[config.mk]
export PLATFORM = sky130hd
export DESIGN_NAME = ising_ram
export DESIGN_NICKNAME = d
export VERILOG_FILES = /design/src/rtl/ising_ram.sv
export SDC_FILE = /design/constraint.sdc
export NUM_CORES = 1
export LEC_CHECK = 0
export BUFFER_PORTS_ARGS = -buffer_cell sky130_fd_sc_hd__buf_2
export CORE_AREA = 2 2 40 42
export CTS_CLUSTER_DIAMETER = 100
export DETAILED_ROUTE_END_ITERATION = 6
export DIE_AREA = 0 0 42 44
export PLACE_DENSITY = 0.76
export SETUP_SLACK_MARGIN = 0.4
export SYNTH_ARGS = -nofsm -noshare
export SYNTH_HDL_FRONTEND = slang
export SYNTH_SLANG_ARGS = --single-unit
[constraint.sdc]
create_clock -name clock -period 1.9 [get_ports clock]
set_input_delay 0.19 -clock clock [delete_from_list [all_inputs] [get_ports clock]]
set_output_delay 0.19 -clock clock [all_outputs]
set_load 0.02 [all_outputs]
[src/rtl/ising_ram.sv]
// generic single-write, single-read ram with registered read data
module ising_ram #(
   parameter int WIDTH = 1,
   parameter int DEPTH = 16
) (
   input  logic                     clock,
   input  logic                     wr_en,
   input  logic [$clog2(DEPTH)-1:0] wr_addr,
   input  logic [WIDTH-1:0]         wr_data,
   input  logic [$clog2(DEPTH)-1:0] rd_addr,
   output logic [WIDTH-1:0]         rd_data
);

   logic [WIDTH-1:0] mem_ff [DEPTH];
   logic [WIDTH-1:0] rd_data_ff;

   always_ff @(posedge clock) begin
      if (wr_en) begin
         mem_ff[wr_addr] <= wr_data;
      end
      rd_data_ff <= mem_ff[rd_addr];
   end

   assign rd_data = rd_data_ff;

endmodule

==> results of run 1 <==
==> cell usage after synthesis <==
cell and instances:
sky130_fd_sc_hd__mux4_1 4, sky130_fd_sc_hd__edfxtp_1 16, sky130_fd_sc_hd__dfxtp_1 1, sky130_fd_sc_hd__or3b_2 1, sky130_fd_sc_hd__nor3_1 4, sky130_fd_sc_hd__nand2_1 1, sky130_fd_sc_hd__nor2_1 12, sky130_fd_sc_hd__nand3_1 1
sky130_fd_sc_hd__mux2i_1 3, sky130_fd_sc_hd__nand3b_1 2, sky130_fd_sc_hd__nand2b_1 2
==> power groups by stage <==
stage                     sequential, mW  combinational (mW)  clock (mW)
after floorplan                    0.432              0.0258           0
after global placement             0.428              0.0561           0
after detailed placement           0.429              0.0578           0
after CTS                          0.420              0.0580       0.184
after global routing               0.421              0.0625       0.198
final                              0.420              0.0579       0.184
==> routing by layer <==
layer	GRT usage	wire length [microns]
met5	0	0
met1	0.1352	433
met3	0.02917	67
met2	0.2313	571
met4	0.05806	8
==> final cells by class <==
type                    instances  area, sq um
fillers                       122        571.8
flip-flops and latches         17        500.5
multi-input cells              30        245.2
repair buffers                 11        55.05
clock buffers                   4        26.28
well taps                      16        20.02
==> registers in the layout (all words and copies together) (netlist names) <==
name / flops
rd_data: 1
mem_ff: 16
==> how the worst max path moves through the flow <==
stage | startpoint | to | cells after the start
floorplan | wr_addr[2] | mem_ff[0]$_DFFE_PP_ | 2
global placement | wr_addr[2] | mem_ff[0]$_DFFE_PP_ | 3
detailed placement | wr_addr[2] | mem_ff[0]$_DFFE_PP_ | 3
CTS | mem_ff[9]$_DFFE_PP_ | rd_data$_DFF_P_ | 3
global route | mem_ff[5]$_DFFE_PP_ | rd_data$_DFF_P_ | 3
finish | mem_ff[9]$_DFFE_PP_ | rd_data$_DFF_P_ | 3
==> worst register-to-register path, delay by kind of cell, from the launching register on <==
family / cells / cell delay (ps)
flops: 1 / 380
mux: 3 / 730
==> per-stage QoR <==
step	setup slack (ps)	total power, mW	utilization	hold WS [ps]
floorplan	760.4	0.4579	-	288.9
global placement	634.3	0.4846	0.5785	390.1
detailed placement	599.3	0.4868	0.5785	397.3
CTS	671.8	0.6620	0.5970	96.43
global route	630.6	0.6815	0.5970	102.1
finish	698.1	0.6624	0.5970	92.97
==> cells by family after synthesis <==
logic type    count (synthesis)  synth area share
simple gates                 23            0.1476
flops                        17            0.6711
mux                           7            0.1812
==> results_tabular.tex, run 1 <==
\begin{tabular}{lr}
\hline
Metric & Value \\
\hline
\multicolumn{2}{l}{\textbf{Critical path}} \\
\quad Register-to-Register Setup Slack & 700 ps \\
\quad Required time at the endpoint of the critical path & 2080 ps \\
\quad Critical R2R Launch & mem\_ff[9]\$\_DFFE\_PP\_ \\
\quad Path type of the worst setup path & reg -> reg \\
\quad Top delay family on crit path & multiplexers \\
\quad Critical path data arrival time & 1380 ps \\
\quad FF-to-FF End & rd\_data\$\_DFF\_P\_ \\
\quad Highest fanout seen on the critical path & 1 \\
\quad Buffers plus inverters on the worst setup path & 0 \\
\quad Depth of the worst register-to-register path & 3 \\
\quad Sort of element at the end of the critical path & flip-flop \\
\quad Critical Path Most Common Cell & sky130\_fd\_sc\_hd\_\_mux2i\_1 \\
\quad Ordered list of cells on the worst path & mux4\_1 > mux2i\_1 > mux2i\_1 \\
\quad Slowest stage cell, crit path & sky130\_fd\_sc\_hd\_\_mux4\_1 \\
\quad Stage delay of the slowest cell on the critical path & 510 ps \\
\quad Startpoint Class & flip-flop \\
\multicolumn{2}{l}{\textbf{Floorplanning}} \\
\quad DIE HEIGHT & 44 microns \\
\quad Top-level I/O count & 12 \\
\quad Die area & 1848 sq um \\
\quad Placement row count & 14 \\
\quad Starting density of the core & 0.5256 \\
\quad Width of the chip & 42 microns \\
\quad Placeable Area & 1419 sq um \\
\multicolumn{2}{l}{\textbf{Hold path}} \\
\quad Worst hold path type & in -> reg \\
\quad Worst Hold End & rd\_data\$\_DFF\_P\_ \\
\quad Critical hold path startpoint & rd\_addr[2] \\
\quad Worst hold stages & 2 \\
\multicolumn{2}{l}{\textbf{Power and ir drop}} \\
\quad Part of the power in combinational logic & 0.087 \\
\quad Net switching power figure & 136.6 uW \\
\quad Share of total power in sequential cells & 0.634 \\
\quad Switching share of power & 0.2062 \\
\quad Leakage & 0.3032 nW \\
\quad Share of total power in the clock network & 0.278 \\
\quad Total internal power & 525.8 uW \\
\quad Ratio of total power to cell area & 782.0 nW/um\^{}2 \\
\quad VDD IR max & 0.0004937 V \\
\multicolumn{2}{l}{\textbf{Synthesis}} \\
\quad Leading cell types by total area after synthesis & sky130\_fd\_sc\_hd\_\_edfxtp\_1, sky130\_fd\_sc\_hd\_\_mux4\_1, sky130\_fd\_sc\_hd\_\_nor2\_1 \\
\quad Largest area contributor in the synthesized netlist & sky130\_fd\_sc\_hd\_\_edfxtp\_1 \\
\quad Average footprint of a synthesized cell & 15.87 sq um \\
\quad Total standard cell area after synthesis & 745.7 sq um \\
\quad Register bit count reported by yosys & 17 \\
\quad Area share of the largest cell type after synthesis & 0.6443 \\
\quad Number of nets in the synthesized netlist & 58 \\
\quad Synthesis warning total & 0 \\
\quad Share of the yosys chip area belonging to registers & 0.6711 \\
\quad Cell count after synthesis & 47 \\
\quad Count of cell types in the netlist & 11 \\
\multicolumn{2}{l}{\textbf{Place}} \\
\quad Detailed placer's ending HPWL & 810.6 microns \\
\quad Placement Cell Area & 820.8 sq um \\
\quad Placed cells & 74 \\
\quad Last weighted congestion value of the routability-driven placer & 0.6721 \\
\quad Port Buf Inserts & 11 \\
\multicolumn{2}{l}{\textbf{Finish}} \\
\quad Most frequent cells in the layout & sky130\_fd\_sc\_hd\_\_edfxtp\_1, sky130\_fd\_sc\_hd\_\_nor2\_1, sky130\_fd\_sc\_hd\_\_buf\_2 \\
\quad Most common cell after layout, fill and taps aside & sky130\_fd\_sc\_hd\_\_edfxtp\_1 \\
\quad Total Nets Final & 74 \\
\quad Count of non-filler cells in the finished layout & 78 \\
\quad Total non-filler cell area in the finished layout & 847.1 sq um \\
\quad Fraction of layout instances using a drive strength above 1 & 0.2419 \\
\quad Syn-to-layout area delta & 13.59\% \\
\quad Antenna diodes & 0 \\
\multicolumn{2}{l}{\textbf{Timing}} \\
\quad Slew of the pin with the lowest slew margin & 254.4 ps \\
\quad Highest Clock Rate & 832.0 MHz \\
\quad Final clock skew & 3.404 ps \\
\quad Period utilisation layout & 0.6326 \\
\quad Final count of pins violating max slew & 0 \\
\quad Final period demand of the worst path & 1202 ps \\
\quad Sum of negative setup slack & 0 ps \\
\quad RSZ-0062 raised after global routing & false \\
\quad Remaining max-slew budget at the tightest pin & 0.8291 \\
\quad Number of failing hold endpoints at the final stage & 0 \\
\quad Final Setup Violations & 0 \\
\multicolumn{2}{l}{\textbf{Clock tree}} \\
\quad Register clock-pin slew on the reported worst setup and hold paths & 90 ps \\
\quad Clock root buffer & sky130\_fd\_sc\_hd\_\_clkbuf\_4 \\
\quad Maximum number of buffers from clock root to sink & 2 \\
\quad Total clock sinks & 17 \\
\quad Number of buffers added by the clock tree synthesis step & 3 \\
\quad Total of hold buffers inserted after clock tree synthesis & 0 \\
\quad H-tree levels & 1 \\
\quad TritonCTS clock tree & done \\
\quad Postcts setup bufs & 0 \\
\quad Post-CTS sizing & 0 \\
\quad Source-to-sink clock delay at the later pin of the worst-skew pair & 280 ps \\
\multicolumn{2}{l}{\textbf{Detailed routing}} \\
\quad Detailed-router iteration count before antenna repair & 4 \\
\quad Drc violations & 0 \\
\quad Post-DR wirelength/cell & 13.86 microns \\
\quad Routed wire length & 1081 microns \\
\quad Count of vias placed by the detailed router & 438 \\
\quad Routed vias/inst & 5.615 \\
\quad Count of antenna-violating nets left after detailed routing & 0 \\
\quad Starting DRC count in detailed routing & 10 \\
\multicolumn{2}{l}{\textbf{GRT}} \\
\quad Global-route wire length before repair & 1656 microns \\
\quad Pin count of the biggest net entering global routing & 17 \\
\quad Remaining global-route overflow & 0 \\
\quad GRT Total Usage & 0.1249 \\
\quad Number of antenna violations at the first check in global routing & 0 \\
\quad Vias in the first global route & 411 \\
\multicolumn{2}{l}{\textbf{Flow run}} \\
\quad Number of maximum-capacitance constraint violations & 0 \\
\multicolumn{2}{l}{\textbf{Status}} \\
\quad Outcome & finished clean \\
\hline
\end{tabular}
No activity file was read; power rests on OpenSTA's default activity.
==> run 2, diff against run 1 <==
--- a/config.mk
+++ b/config.mk
@@ -6,11 +6,11 @@
 export NUM_CORES = 1
 export LEC_CHECK = 0
 export BUFFER_PORTS_ARGS = -buffer_cell sky130_fd_sc_hd__buf_2
-export CORE_AREA = 2 2 40 42
+export CORE_AREA = 2 2 41 43
 export CTS_CLUSTER_DIAMETER = 100
 export DETAILED_ROUTE_END_ITERATION = 6
-export DIE_AREA = 0 0 42 44
-export PLACE_DENSITY = 0.76
+export DIE_AREA = 0 0 43 45
+export PLACE_DENSITY = 0.72
 export SETUP_SLACK_MARGIN = 0.4
 export SYNTH_ARGS = -nofsm -noshare
 export SYNTH_HDL_FRONTEND = slang
==> constraint.sdc (replaced) <==
create_clock -name clock -period 1.2 [get_ports clock]
set_input_delay 0.12 -clock clock [delete_from_list [all_inputs] [get_ports clock]]
set_output_delay 0.12 -clock clock [all_outputs]
set_load 0.02 [all_outputs]
==> run 2 against run 1 <==
Compared with the run above: worst setup slack worse by 670 ps; via count fell by 2.7%; sequential share of layout area is 0.94 points lower; routed wire length is 2.8% lower; non-clock buffer count unchanged; final cell count stayed put; fmax is 2.2% higher; critical path depth unchanged; final area is 1.6% higher; hold slack lost 61 ps; highest routed layer unchanged; global-route usage grew 0.75 points; clock power increased by 52%.
==> results_tabular.tex, run 2 (synthesis results as in run 1) <==
\begin{tabular}{lr}
\hline
Metric & Value \\
\hline
\multicolumn{2}{l}{\textbf{Finish}} \\
\quad Most frequent cells in the layout & sky130\_fd\_sc\_hd\_\_edfxtp\_1, sky130\_fd\_sc\_hd\_\_nor2\_1, sky130\_fd\_sc\_hd\_\_buf\_2 \\
\quad Antenna diodes & 0 (unchanged) \\
\quad Fraction of layout instances using a drive strength above 1 & 0.3387 (+0.09677) \\
\quad Total Nets Final & 74 (unchanged) \\
\quad Register name with the most flops & mem\_ff \\
\quad Flip-flop count of the largest register, all copies and words added & 16 (unchanged) \\
\quad Most common cell after layout, fill and taps aside & sky130\_fd\_sc\_hd\_\_edfxtp\_1 \\
\quad Syn-to-layout area delta & 15.44\% \\
\multicolumn{2}{l}{\textbf{Floorplanning}} \\
\quad Die area & 1935 sq um (+4.7\%) \\
\quad Starting density of the core & 0.5068 (-0.01877) \\
\quad DIE HEIGHT & 45 microns (+2.3\%) \\
\quad Width of the chip & 43 microns (+2.4\%) \\
\quad Top-level I/O count & 12 (unchanged) \\
\quad Placeable Area & 1471 sq um (+3.7\%) \\
\quad Placement row count & 14 (unchanged) \\
\multicolumn{2}{l}{\textbf{Critical path}} \\
\quad Highest fanout seen on the critical path & 1 (unchanged) \\
\quad Sort of element at the end of the critical path & flip-flop \\
\quad Worst setup path endpoint & rd\_data\$\_DFF\_P\_ \\
\quad Register-to-Register Setup Slack & 20 ps (-670 ps) \\
\quad Critical path data arrival time & 1350 ps (-30 ps) \\
\quad FF-to-FF End & rd\_data\$\_DFF\_P\_ \\
\quad Critical R2R Launch & mem\_ff[10]\$\_DFFE\_PP\_ \\
\quad Path type of the worst setup path & reg -> reg \\
\quad Required time at the endpoint of the critical path & 1370 ps (-710 ps) \\
\quad Worst setup path start & mem\_ff[10]\$\_DFFE\_PP\_ \\
\quad Depth of the worst register-to-register path & 3 (unchanged) \\
\quad Startpoint Class & flip-flop \\
\multicolumn{2}{l}{\textbf{Power and ir drop}} \\
\quad Ratio of total power to cell area & 1221 nW/um\^{}2 (+56\%) \\
\quad VDD IR max & 0.0006587 V (+33\%) \\
\quad Leakage & 0.2957 nW (-2.5\%) \\
\quad Post-layout total power & 1.051 mW (+59\%) \\
\multicolumn{2}{l}{\textbf{Clock tree}} \\
\quad H-tree levels & 1 (unchanged) \\
\quad Register clock-pin slew on the reported worst setup and hold paths & 90 ps (about the same) \\
\quad Total clock sinks & 17 (unchanged) \\
\quad Clock root buffer & sky130\_fd\_sc\_hd\_\_clkbuf\_4 \\
\quad TritonCTS clock tree & done \\
\quad Maximum number of buffers from clock root to sink & 2 (unchanged) \\
\quad Postcts setup bufs & 0 (unchanged) \\
\quad Number of buffers added by the clock tree synthesis step & 3 (unchanged) \\
\quad Source-to-sink clock delay at the later pin of the worst-skew pair & 280 ps (about the same) \\
\quad Total of hold buffers inserted after clock tree synthesis & 0 (unchanged) \\
\multicolumn{2}{l}{\textbf{Detailed routing}} \\
\quad Starting DRC count in detailed routing & 3 (-7) \\
\quad Met2 routed wirelength & 505 microns (-12\%) \\
\quad Max layer used & met4 \\
\quad Count of vias placed by the detailed router & 426 (-2.7\%) \\
\quad Count of antenna-violating nets left after detailed routing & 0 (unchanged) \\
\quad Drc violations & 0 (unchanged) \\
\quad Post-DR wirelength/cell & 13.47 microns (-2.8\%) \\
\quad Routed vias/inst & 5.462 (-2.7\%) \\
\quad Wire length on met3 & 46 microns (-31\%) \\
\quad Detailed-router iteration count before antenna repair & 3 (-1) \\
\quad M1 wire length & 467 microns (+7.9\%) \\
\quad Routed wire length & 1051 microns (-2.8\%) \\
\multicolumn{2}{l}{\textbf{GRT}} \\
\quad Remaining global-route overflow & 0 (unchanged) \\
\quad Number of antenna violations at the first check in global routing & 0 (unchanged) \\
\quad Pin count of the biggest net entering global routing & 17 (unchanged) \\
\quad Vias in the first global route & 423 (+2.9\%) \\
\quad Global-route wire length before repair & 1780 microns (+7.5\%) \\
\quad GRT Total Usage & 0.1324 (+0.007517) \\
\multicolumn{2}{l}{\textbf{Place}} \\
\quad Last weighted congestion value of the routability-driven placer & 0.7569 (+13\%) \\
\quad Port Buf Inserts & 11 (unchanged) \\
\quad Detailed placer's ending HPWL & 814.8 microns (+0.52\%) \\
\quad Worst setup slack before clock tree synthesis & 11.48 ps (-587.8 ps) \\
\multicolumn{2}{l}{\textbf{Timing}} \\
\quad Crit path setup slack, layout & 23.56 ps (-674.5 ps) \\
\quad RSZ-0062 raised after global routing & true \\
\quad Period utilisation layout & 0.9804 (+0.3478) \\
\quad Remaining max-slew budget at the tightest pin & 0.8211 (-0.008018) \\
\quad Highest Clock Rate & 850.0 MHz (+2.2\%) \\
\quad Number of failing hold endpoints at the final stage & 0 (unchanged) \\
\quad Final period demand of the worst path & 1176 ps (-25.47 ps) \\
\quad Final clock skew & 5.195 ps (+1.792 ps) \\
\quad Sum of negative setup slack & 0 ps (unchanged) \\
\quad Final Setup Violations & 0 (unchanged) \\
\quad Slew of the pin with the lowest slew margin & 266.3 ps (+11.93 ps) \\
\quad Final count of pins violating max slew & 0 (unchanged) \\
\multicolumn{2}{l}{\textbf{Hold path}} \\
\quad Worst hold path type & in -> reg \\
\multicolumn{2}{l}{\textbf{Flow run}} \\
\quad Number of maximum-capacitance constraint violations & 0 (unchanged) \\
\multicolumn{2}{l}{\textbf{Status}} \\
\quad Outcome & finished clean \\
\hline
\end{tabular}
-- run 2: cell counts in the layout (fill, tap and decap cells not counted) --
No cell type changed its count.
-- run 2: routing by layer --
layer  vias to the layer above  track usage
met3                         4      0.02400
li1                        210            -
met2                        12       0.2121
met4                         0      0.09091
met5                         -            0
met1                       200       0.1658
-- run 2: critical path, cell delays in order (launching register included) --
cell and delay, ps:
sky130_fd_sc_hd__edfxtp_1 380, sky130_fd_sc_hd__mux4_2 470, sky130_fd_sc_hd__mux2i_1 140, sky130_fd_sc_hd__mux2i_1 80
-- run 2: cell type report --
type | instances | area (sq um)
clock buffer | 4 | 26.28
fill | 129 | 610.6
multi-input combinational | 30 | 246.5
sequential | 17 | 500.5
tap | 16 | 20.02
timing repair buffer | 11 | 67.56
-- run 2: worst min path at each step --
stage | startpoint | endpoint | slack, ps | cells past startpoint
2_1_floorplan | wr_data | mem_ff[0]$_DFFE_PP_ | 220 | 0
3_3_place_gp | rd_addr[2] | rd_data$_DFF_P_ | 330 | 2
3_5_place_dp | rd_addr[2] | rd_data$_DFF_P_ | 330 | 2
4_1_cts | rd_addr[2] | rd_data$_DFF_P_ | 30 | 2
5_1_grt | rd_addr[2] | rd_data$_DFF_P_ | 40 | 2
6_report | rd_addr[2] | rd_data$_DFF_P_ | 30 | 2
-- run 2: timing repair --
item | CTS | global route
pin swaps | 0 | 1
gates resized for setup | 2 | 4
endpoints found under the setup margin | 3 | 4
-- run 2: per-stage QoR --
stage | area [sq um] | hold WS, ps | instances | utilization
finish | 860.8 | 31.70 | 78 | 0.5850
CTS | 845.8 | 26.70 | 78 | 0.5748
global route | 860.8 | 43.98 | 78 | 0.5850
detailed placement | 813.3 | 326.2 | 74 | 0.5527
global placement | 813.3 | 325.5 | 74 | 0.5527
floorplan | 738.2 | 218.9 | 47 | -
-- run 2: where the power goes --
| part | switching, mW | internal [mW] |
|---|---|---|
| registers | 0.00415 | 0.663 |
| clock network | 0.151 | 0.129 |
| logic | 0.0537 | 0.0507 |
